<file path="config.mk">
export PLATFORM = sky130hd
export DESIGN_NAME = sme_ctrl
export DESIGN_NICKNAME = d
export VERILOG_FILES = /design/src/rtl/sme_pkg.sv /design/src/rtl/sme_ctrl.sv
export SDC_FILE = /design/constraint.sdc
export NUM_CORES = 1
export LEC_CHECK = 0
export BUFFER_PORTS_ARGS = -buffer_cell sky130_fd_sc_hd__buf_2
export CAP_MARGIN = 10
export CORE_MARGIN = 10
export CORE_UTILIZATION = 46
export CTS_CLUSTER_SIZE = 10
export DETAILED_ROUTE_END_ITERATION = 16
export PLACE_DENSITY_LB_ADDON = 0.2
export RECOVER_POWER = 100
export SYNTH_ARGS = -nofsm -noshare
export SYNTH_HDL_FRONTEND = slang
export SYNTH_SLANG_ARGS = --single-unit
</file>
<file path="constraint.sdc">
create_clock -name clk -period 2.86 [get_ports clk]
set_input_delay 0.429 -clock clk [delete_from_list [all_inputs] [get_ports clk]]
set_output_delay 0.429 -clock clk [all_outputs]
set_load 0.01 [all_outputs]
</file>
<file path="src/rtl/sme_pkg.sv">
// sme_pkg: shared types and codes of the stack machine executor
// opcodes, status codes, value tags, controller states, command/status structs
// no dependencies
package sme_pkg;

    localparam logic [7:0] OP_PUSH = 8'd0;
    localparam logic [7:0] OP_ADD  = 8'd1;
    localparam logic [7:0] OP_SUB  = 8'd2;
    localparam logic [7:0] OP_MUL  = 8'd3;
    localparam logic [7:0] OP_DIV  = 8'd4;
    localparam logic [7:0] OP_EQ   = 8'd5;
    localparam logic [7:0] OP_LT   = 8'd6;
    localparam logic [7:0] OP_JMP  = 8'd7;
    localparam logic [7:0] OP_JMPF = 8'd8;
    localparam logic [7:0] OP_CALL = 8'd9;
    localparam logic [7:0] OP_RET  = 8'd10;

    localparam logic [3:0] ST_OK     = 4'd0;
    localparam logic [3:0] ST_RET    = 4'd1;
    localparam logic [3:0] ST_BADOP  = 4'd2;
    localparam logic [3:0] ST_UNDER  = 4'd3;
    localparam logic [3:0] ST_OVER   = 4'd4;
    localparam logic [3:0] ST_DIVZ   = 4'd5;
    localparam logic [3:0] ST_NATIVE = 4'd6;
    localparam logic [3:0] ST_ARGS   = 4'd7;
    localparam logic [3:0] ST_HALTED = 4'd8;

    localparam logic [1:0] TAG_NIL  = 2'd0;
    localparam logic [1:0] TAG_INT  = 2'd1;
    localparam logic [1:0] TAG_BOOL = 2'd2;

    localparam logic KIND_PRINT  = 1'b0;
    localparam logic KIND_STATUS = 1'b1;

    localparam logic [31:0] IMM_BYTES = 32'd4;

    typedef enum logic [3:0] {
        S_IDLE,
        S_DECODE,
        S_RD2,
        S_RD1,
        S_EXEC,
        S_MULDIV,
        S_JF,
        S_PRT,
        S_NIL,
        S_EMIT
    } state_t;

    typedef enum logic [1:0] {RD_TOP, RD_SECOND, RD_PRINT} rd_sel_t;
    typedef enum logic [1:0] {WR_CONST, WR_ALU, WR_NIL} wr_sel_t;
    typedef enum logic [2:0] {PC_HOLD, PC_ADD1, PC_ADD3, PC_ADD5, PC_JMP, PC_JMPF} pc_op_t;
    typedef enum logic [1:0] {CNT_HOLD, CNT_INC, CNT_DEC, CNT_BASE1} cnt_op_t;

    typedef struct packed {
        logic       ld_item;
        rd_sel_t    rd_sel;
        logic       lat_b;
        logic       lat_a;
        logic       wr_en;
        wr_sel_t    wr_sel;
        cnt_op_t    cnt_op;
        pc_op_t     pc_op;
        logic       set_st;
        logic [3:0] st;
        logic       idx_clr;
        logic       idx_inc;
        logic       md_start;
        logic       out_print;
        logic       out_status;
    } cmd_t;

    typedef struct packed {
        logic [7:0] op;
        logic       cnt_full;
        logic       cnt_lt1;
        logic       cnt_lt2;
        logic       argc_zero;
        logic       argc_gt_max;
        logic       argc_gt_cnt;
        logic       nid_bad;
        logic       idx_last;
        logic       b_zero;
        logic       truth;
        logic       md_done;
        logic       out_free;
        logic       st_ok;
    } sts_t;

endpackage

</file>
<file path="src/rtl/sme_ctrl.sv">
// sme_ctrl: instruction sequencer of the executor
// depends on sme_pkg; drives sme_dp through cmd_t and watches sts_t
module sme_ctrl
    import sme_pkg::*;
(
    input  logic clk,
    input  logic rst_n,
    input  logic item_valid,
    output logic item_ready,
    input  sts_t sts,
    output cmd_t cmd
);

    state_t state_reg;
    state_t state_next;
    logic   halt_reg;
    logic   halt_next;

    always_ff @(posedge clk or negedge rst_n)
    begin
        if (!rst_n)
        begin
            state_reg <= S_IDLE;
            halt_reg  <= 1'b0;
        end
        else
        begin
            state_reg <= state_next;
            halt_reg  <= halt_next;
        end
    end

    always_comb
    begin
        state_next = state_reg;
        halt_next  = halt_reg;
        item_ready = 1'b0;
        cmd        = '0;
        cmd.rd_sel = RD_TOP;
        cmd.wr_sel = WR_CONST;
        cmd.cnt_op = CNT_HOLD;
        cmd.pc_op  = PC_HOLD;

        unique case (state_reg)
            S_IDLE:
            begin
                item_ready  = 1'b1;
                cmd.ld_item = item_valid;
                if (item_valid)
                    state_next = S_DECODE;
            end

            S_DECODE:
            begin
                cmd.set_st  = 1'b1;
                cmd.st      = ST_OK;
                state_next  = S_EMIT;
                if (halt_reg)
                    cmd.st = ST_HALTED;
                else
                begin
                    unique case (sts.op) inside
                        OP_PUSH:
                        begin
                            if (sts.cnt_full)
                                cmd.st = ST_OVER;
                            else
                            begin
                                cmd.wr_en  = 1'b1;
                                cmd.wr_sel = WR_CONST;
                                cmd.cnt_op = CNT_INC;
                                cmd.pc_op  = PC_ADD5;
                            end
                        end
                        OP_ADD, OP_SUB, OP_MUL, OP_DIV, OP_EQ, OP_LT:
                        begin
                            if (sts.cnt_lt2)
                                cmd.st = ST_UNDER;
                            else
                                state_next = S_RD2;
                        end
                        OP_JMP:
                            cmd.pc_op = PC_JMP;
                        OP_JMPF:
                        begin
                            if (sts.cnt_lt1)
                                cmd.st = ST_UNDER;
                            else
                                state_next = S_JF;
                        end
                        OP_CALL:
                        begin
                            cmd.rd_sel  = RD_PRINT;
                            cmd.idx_clr = 1'b1;
                            if (sts.nid_bad)
                                cmd.st = ST_NATIVE;
                            else if (sts.argc_gt_max)
                                cmd.st = ST_ARGS;
                            else if (sts.argc_gt_cnt)
                                cmd.st = ST_UNDER;
                            else if (sts.argc_zero && sts.cnt_full)
                                cmd.st = ST_OVER;
                            else
                            begin
                                cmd.pc_op  = PC_ADD3;
                                state_next = sts.argc_zero ? S_NIL : S_PRT;
                            end
                        end
                        OP_RET:
                        begin
                            cmd.st    = ST_RET;
                            cmd.pc_op = PC_ADD1;
                        end
                        default:
                            cmd.st = ST_BADOP;
                    endcase
                end
            end

            S_RD2:
            begin
                cmd.lat_b  = 1'b1;
                cmd.rd_sel = RD_SECOND;
                state_next = S_RD1;
            end

            S_RD1:
            begin
                cmd.lat_a  = 1'b1;
                state_next = S_EXEC;
            end

            S_EXEC:
            begin
                if (sts.op == OP_MUL || sts.op == OP_DIV)
                begin
                    if (sts.op == OP_DIV && sts.b_zero)
                    begin
                        cmd.set_st = 1'b1;
                        cmd.st     = ST_DIVZ;
                        state_next = S_EMIT;
                    end
                    else
                    begin
                        cmd.md_start = 1'b1;
                        state_next   = S_MULDIV;
                    end
                end
                else
                begin
                    cmd.wr_en  = 1'b1;
                    cmd.wr_sel = WR_ALU;
                    cmd.cnt_op = CNT_DEC;
                    cmd.pc_op  = PC_ADD1;
                    state_next = S_EMIT;
                end
            end

            S_MULDIV:
            begin
                if (sts.md_done)
                begin
                    cmd.wr_en  = 1'b1;
                    cmd.wr_sel = WR_ALU;
                    cmd.cnt_op = CNT_DEC;
                    cmd.pc_op  = PC_ADD1;
                    state_next = S_EMIT;
                end
            end

            S_JF:
            begin
                cmd.cnt_op = CNT_DEC;
                cmd.pc_op  = PC_JMPF;
                state_next = S_EMIT;
            end

            // one beat per argument, the deepest argument first
            S_PRT:
            begin
                cmd.rd_sel = RD_PRINT;
                if (sts.out_free)
                begin
                    cmd.out_print = 1'b1;
                    cmd.idx_inc   = 1'b1;
                    if (sts.idx_last)
                        state_next = S_NIL;
                end
            end

            S_NIL:
            begin
                cmd.wr_en  = 1'b1;
                cmd.wr_sel = WR_NIL;
                cmd.cnt_op = CNT_BASE1;
                state_next = S_EMIT;
            end

            S_EMIT:
            begin
                if (sts.out_free)
                begin
                    cmd.out_status = 1'b1;
                    if (!sts.st_ok)
                        halt_next = 1'b1;
                    state_next = S_IDLE;
                end
            end

            default:
                state_next = S_IDLE;
        endcase
    end

    a_ready_idle: assert property (@(posedge clk) disable iff (!rst_n)
        item_ready |-> state_reg == S_IDLE)
        else $error("item taken outside idle");

    a_halt_sticky: assert property (@(posedge clk) disable iff (!rst_n)
        $past(halt_reg) |-> halt_reg)
        else $error("halt cleared without reset");

    a_halt_on_emit: assert property (@(posedge clk) disable iff (!rst_n)
        $rose(halt_reg) |-> $past(state_reg) == S_EMIT)
        else $error("halt set outside status emit");

endmodule

</file>
==> results.sh, run 1 <==
export IMPL_fin_tns_setup_ns=0
export IMPL_syn2layout_area_growth_pct=22.3
export IMPL_wirelength_um=3280
export IMPL_grt_pass1_vias=1224
export IMPL_critPathMaxFanout=13
export IMPL_gp_congestion=0.928
export IMPL_final_max_slew_viol_count=0
export IMPL_synthDistinctLibCells=41
export IMPL_fp_coreArea_sq_mm=0.00196
export IMPL_num_rows=16
export IMPL_layout_drive_gt1_share_pct=16.0
export IMPL_grt_max_degree=20
export IMPL_post_route_drc_count=0
export IMPL_diodes=0
export IMPL_min_to="halt_reg"
export IMPL_hp_start="sts[0]"
export IMPL_clk_latency_ns=0.24
export IMPL_die_w_um=65.5
export IMPL_p_switching_uw=281
export IMPL_grt_overflow=0
export IMPL_dp_cells=216
export IMPL_drv_cap=0
export IMPL_stdcell_area_sq_mm=0.00116
export IMPL_register_area_sq_um=125
export IMPL_hold_viol=0
export IMPL_fp_dieArea_sq_mm=0.00429
export IMPL_rsz0062_at_grt="no"
export IMPL_swShare_pct=50.8
export IMPL_ctsHoldBuffers=1
export IMPL_ys_seq_area_share_pct=13.1
export IMPL_slowest_delay_ns=0.50
export IMPL_worst_slew_pin_slew_ns=0.685
export IMPL_viasPerCell=5.96
export IMPL_synth_nets=181
export IMPL_postCtsSetupBuffers=0
export IMPL_syn_cell_area_sq_um=952
export IMPL_avgSynthCellArea_sq_um=6.06
export IMPL_place_ws_ns=0.236
export IMPL_largest_register_ffs=4
export IMPL_htree_levels=1
export IMPL_hold_path_class="in -> reg"
export IMPL_met1_usage_pct=17.0
export IMPL_synth_seq_cells=5
export IMPL_finalNonFillerCells=221
export IMPL_grtUsageMet2_pct=26.6
export IMPL_post_synth_top_area_cell="dfrtp_1"
export IMPL_place_area_sq_mm=0.00116
export IMPL_port_buffers=46
export IMPL_cts_resized=0
export IMPL_clock_fmax_ghz=0.379
export IMPL_grt_met3_usage_pct=3.56
export IMPL_cts_root_buf="clkbuf_4"
export IMPL_power_leakage_nw=0.481
export IMPL_cp_data_required_time_ns=2.43
export IMPL_worstPathArrival_ns=2.21
export IMPL_worst_slack_ns=0.221
export IMPL_drt_pass1_iter_count=4
export IMPL_status="complete, no violations"
export IMPL_startpoint_type="flop"
export IMPL_multi_input_area_sq_um=718
export IMPL_grtUsageTotal_pct=14.9
export IMPL_fin_skew_ns=0.00296
export IMPL_grt_pass1_wl_um=5370
export IMPL_rrSetupSlack_ns=0.90
export IMPL_r2r_end="state_reg[2]"
export IMPL_dp_hpwl_um=2680
export IMPL_clk_path_buf_depth=2
export IMPL_post_drt_wl_per_cell_um=14.9
export IMPL_r2r_start="state_reg[3]"
export IMPL_p_per_area_mw_per_mm2=475
export IMPL_fin_crit_ns=2.64
export IMPL_fillerInstances=230
export IMPL_final_setup_viol_count=0
export IMPL_rr_worst_depth=4
export IMPL_top_usage_layer="met2"
export IMPL_hold_depth=2
export IMPL_start_util_pct=48.5
export IMPL_ios=48
export IMPL_antenna_found_initial=0
export IMPL_internal_power_uw=272
export IMPL_vias=1317
export IMPL_postRouteAntennaNets=0
export IMPL_cts_made_buffers=3
export IMPL_first_iter_violations=114
export IMPL_yosys_area_top_type_share_pct=13.1
export IMPL_dieHeight_um=65.5
export IMPL_critical_path_slowest_cell="dfrtp_1"
export IMPL_end_kind="output pin"
export IMPL_yosysWarnings=0
export IMPL_clk_pin_slew_ns=0.04
export IMPL_fin_crit_sh_pct=92.3
export IMPL_slew_limit_headroom_pct=54.3
export IMPL_clkPwrFrac_pct=14.7
export IMPL_crit_type="reg -> out"
export IMPL_synth_cells=157
export IMPL_yosys_top_cells_area="dfrtp_1, nor2_1, a21oi_1, o21ai_0, nand2_1"
export IMPL_crit_path_cell_trace="nor2_1 > nand2_1 > or3_4 > or4_1 > o21ai_1 > buf_2"
export IMPL_p_comb_share_pct=65.3
export IMPL_p_seq_share_pct=20.1
export IMPL_ir_drop_mv=0.362
export IMPL_nNetsFinal=219
export IMPL_postLayoutCoreUtil_pct=59.4
export IMPL_cts_tree="built"
export IMPL_clock_sinks=5
[power by group through the flow]
stage          clock (mW)  sequential [mW]  combinational (mW)
2_1_floorplan           0           0.0912               0.272
3_3_place_gp            0            0.110               0.367
3_5_place_dp            0            0.111               0.372
4_1_cts            0.0823            0.110               0.375
5_1_grt            0.0912            0.114               0.407
6_report           0.0810            0.111               0.361
[area by class of cell]
type                    instances  share of cell area [%]
clock buffers                   4                    2.26
inverters                       9                    2.90
multi-input cells             126                    61.7
flip-flops and latches          5                    10.7
well taps                      27                    2.90
repair buffers                 50                    19.5
[cell usage in the layout, fill, tap and decap left out, types with 3 or more instances in the layout]
| cell type | n |
|---|---|
| a21oi_1 | 12 |
| clkbuf_1 | 25 |
| buf_2 | 24 |
| nor3_1 | 10 |
| a31oi_1 | 3 |
| dfrtp_1 | 5 |
| or4_1 | 4 |
| nor2b_1 | 4 |
| nand4_1 | 3 |
| o21ai_0 | 12 |
| clkbuf_4 | 3 |
| o211ai_1 | 4 |
| nor2_1 | 20 |
| nand2_1 | 15 |
| and3_1 | 3 |
| inv_1 | 9 |
| o22ai_1 | 3 |
[worst max-delay path by stage]
stage	from	end	slack (ns)
finish	state_reg[3]	cmd[10]	0.22
global route	sts[20]	cmd[17]	0.08
CTS	sts[20]	cmd[10]	0.23
detailed placement	sts[20]	cmd[10]	0.24
global placement	sts[20]	cmd[10]	0.26
floorplan	sts[20]	cmd[10]	0.36
[layer usage]
layer  vias to the layer above  routed length [um]  share of wire, %
met4                         0                  22              0.67
met3                         2                 242               7.4
met2                        66                1680                51
met5                         -                   0                 0
met1                       598                1340                41
li1                        651                   -                 -
[cell usage after synthesis (all sizes together)]
| library cell | number |
|---|---|
| a21boi | 1 |
| and3 | 3 |
| nor2b | 4 |
| or4 | 4 |
| buf | 5 |
| o21ai | 13 |
| and4b | 1 |
| or3b | 1 |
| o211ai | 4 |
| a311oi | 1 |
| and2 | 1 |
| a31oi | 3 |
| a21oi | 12 |
| a32o | 1 |
| or3 | 3 |
| nand2 | 15 |
| nor4 | 2 |
| nor3 | 10 |
| nand3 | 2 |
| a221o | 1 |
| o22ai | 3 |
| or4b | 2 |
| nor2 | 20 |
| or2 | 2 |
| nand2b | 2 |
| o311a | 1 |
| o32a | 1 |
| o41ai | 2 |
| dfrtp | 5 |
| o31a | 1 |
| a211oi | 2 |
| o31ai | 2 |
| clkbuf | 12 |
| nor3b | 1 |
| nand4 | 3 |
| inv | 9 |
| nand3b | 2 |
[critical path: cells and delay by family, from the launching register on]
| family | cells | cell delay, ns |
|---|---|---|
| simple gates | 4 | 1.24 |
| buf+inv | 1 | 0.15 |
| flops | 1 | 0.50 |
| compound gates | 1 | 0.08 |
[through the flow]
| step | power, mW | hold WS (ns) |
|---|---|---|
| after floorplan | 0.363 | 0.133 |
| after global placement | 0.477 | 0.243 |
| after detailed placement | 0.482 | 0.244 |
| after CTS | 0.567 | 0.376 |
| after global routing | 0.613 | 0.369 |
| final | 0.553 | 0.374 |
[kinds of logic after synthesis]
group                  share of synthesized area [%]
buffers and inverters                           11.4
DFF                                             13.1
AOI/OAI and AO/OA                               32.1
and+or+nand+nor                                 43.4
(Power assumes the default switching activity.)
==> run 2, diff against run 1 <==
--- a/config.mk
+++ b/config.mk
@@ -8,9 +8,10 @@
 export BUFFER_PORTS_ARGS = -buffer_cell sky130_fd_sc_hd__buf_2
 export CAP_MARGIN = 10
 export CORE_MARGIN = 10
-export CORE_UTILIZATION = 46
+export CORE_UTILIZATION = 41
 export CTS_CLUSTER_SIZE = 10
 export DETAILED_ROUTE_END_ITERATION = 16
+export HOLD_SLACK_MARGIN = 0.06
 export PLACE_DENSITY_LB_ADDON = 0.2
 export RECOVER_POWER = 100
 export SYNTH_ARGS = -nofsm -noshare
==> constraint.sdc (replaced) <==
create_clock -name clk -period 2.3 [get_ports clk]
set_input_delay 0.345 -clock clk [delete_from_list [all_inputs] [get_ports clk]]
set_output_delay 0.345 -clock clk [all_outputs]
set_load 0.01 [all_outputs]
==> run 2 against run 1 <==
- power rose by 44%
- utilization is 1.9 points higher
- global-route usage is 0.82 points higher
- combinational power up 57%
- largest cell class unchanged
- register-to-register slack got worse by 0.48 ns
- sequential share of layout area shrank 1.5 points
- via count up 7.7%
- clock-buffer cell count did not move
- highest routed layer unchanged
==> results.sh, run 2 (same netlist as run 1, synthesis figures left out) <==
export IMPL_hold_path_class="in -> reg"
export IMPL_crit_type="reg -> out"
export IMPL_power_uw=795
export IMPL_layout_common_cells="buf_2, nor2_1, buf_4"
export IMPL_end_kind="output pin"
export IMPL_ios=48
export IMPL_grt_max_degree=20
export IMPL_first_iter_violations=98
export IMPL_crit_path_cell_trace="nor2b_2 > nand2_2 > or3_4 > or4_4 > o21ai_2 > buf_2"
export IMPL_rrSetupSlack_ns=0.42
export IMPL_final_max_slew_viol_count=0
export IMPL_wirelength_um=3790
export IMPL_fillerInstances=238
export IMPL_grt_pass1_vias=1312
export IMPL_drv_cap=0
export IMPL_fp_coreArea_sq_mm=0.00221
export IMPL_final_setup_viol_count=0
export IMPL_clock_sinks=5
export IMPL_fin_crit_ns=2.30
export IMPL_whs_ns=0.281
export IMPL_postLayoutCoreUtil_pct=61.3
export IMPL_worst_slew_pin_slew_ns=0.470
export IMPL_layout_drive_gt1_share_pct=36.5
export IMPL_slowest_delay_ns=0.42
export IMPL_port_buffers=46
export IMPL_rsz0062_at_grt="yes"
export IMPL_fin_skew_ns=0.00287
export IMPL_grt_met3_usage_pct=3.75
export IMPL_top_usage_layer="met2"
export IMPL_power_leakage_nw=0.655
export IMPL_status="complete, no violations"
export IMPL_syn2layout_area_growth_pct=42.4
export IMPL_vias=1419
export IMPL_nNetsFinal=233
export IMPL_cp_data_required_time_ns=1.96
export IMPL_grt_pass1_wl_um=5890
export IMPL_worstPathArrival_ns=1.95
export IMPL_cts_tree="built"
export IMPL_slew_limit_headroom_pct=68.4
export IMPL_finalNonFillerCells=236
export IMPL_cts_made_buffers=3
export IMPL_clk_path_buf_depth=2
export IMPL_fp_dieArea_sq_mm=0.00465
export IMPL_post_drt_wl_per_cell_um=16.0
export IMPL_grtUsageMet2_pct=27.7
export IMPL_gp_congestion=0.948
export IMPL_met1_usage_pct=18.7
export IMPL_viasPerCell=6.01
export IMPL_clk_latency_ns=0.25
export IMPL_critPathMaxFanout=3
export IMPL_clk_pin_slew_ns=0.05
export IMPL_grt_overflow=0
export IMPL_cts_root_buf="clkbuf_4"
export IMPL_drt_pass1_iter_count=4
export IMPL_htree_levels=1
export IMPL_dp_hpwl_um=3030
export IMPL_largest_register_ffs=4
export IMPL_dieHeight_um=68.2
export IMPL_hold_viol=0
export IMPL_dp_cells=229
export IMPL_die_w_um=68.2
export IMPL_ir_drop_mv=0.419
export IMPL_postRouteAntennaNets=0
export IMPL_startpoint_type="flop"
export IMPL_fin_crit_sh_pct=99.9
export IMPL_start_util_pct=43.0
export IMPL_p_per_area_mw_per_mm2=586
export IMPL_post_route_drc_count=0
export IMPL_grtUsageTotal_pct=15.7
export IMPL_diodes=0
export IMPL_mostFrequentLayoutCell="buf_2"
export IMPL_antenna_found_initial=0
export IMPL_num_rows=17
export IMPL_critical_path_slowest_cell="or4_4"
export IMPL_clock_fmax_ghz=0.435
run 2: cell count changes in the layout (fill, tap and decap cells not counted), moves of 2 or more:
cell,before,now
o21ai_0,12,10
clkbuf_1,25,2
o21ai_2,0,2
buf_4,1,16
or4_4,0,2
buf_2,24,43
buf_6,0,3
or4_1,4,2
run 2: routing by layer:
layer | vias to the layer above | wire length, um | part of all wire (%)
met2 | 81 | 1900 | 50
met3 | 4 | 370 | 9.8
met5 | - | 0 | 0
met4 | 0 | 34 | 0.90
li1 | 677 | - | -
met1 | 657 | 1480 | 39
run 2: final cells by class:
class	count	area (sq um)	area share (%)
inverters	9	33.8	2.49
well taps	28	35.0	2.58
repair buffers	64	383	28.2
clock buffers	4	26.3	1.94
flip-flops and latches	5	125	9.23
multi-input cells	126	753	55.5
run 2: stage by stage:
stage | area [sq um] | setup slack [ns] | setup TNS, ns
finish | 1360 | 0.00269 | 0
global route | 1360 | -0.0844 | -0.127
CTS | 1310 | -0.00182 | -0.00182
detailed placement | 1260 | -0.114 | -0.190
global placement | 1260 | -0.0723 | -0.126
floorplan | 962 | 0.0541 | 0
run 2: power by group:
part	total [mW]	switching, mW	internal [mW]	leakage, nW
Sequential	0.118	0.0120	0.106	0.0594
Combinational	0.567	0.337	0.230	0.581
Clock	0.109	0.0431	0.0660	0.0150
Total	0.795	0.392	0.402	0.655
run 2: worst paths after layout:
check / from / endpoint / cells after the start
max: state_reg[1] / cmd[10] / 6
min: sts[0] / halt_reg / 2
max reg2reg: state_reg[1] / state_reg[2] / 6
min reg2reg: halt_reg / halt_reg / 2
max in group asynchronous: rst_n / state_reg[2] / 2
min in group asynchronous: rst_n / halt_reg / 2
run 2: worst max-delay path: cells and delay by family, from the launching register on:
kind / cells / cell delay (ns)
buffers and inverters: 1 / 0.14
DFF: 1 / 0.40
and+or+nand+nor: 4 / 1.08
AOI/OAI and AO/OA: 1 / 0.06
run 2: what timing repair did:
action / in CTS / in global routing
setup buffers: 0 / 2
endpoints found under the hold margin: 5 / 0
pin swaps: 1 / 5
gates resized for setup: 4 / 9
endpoints found under the setup margin: 2 / 3
hold buffers: 1 / 0
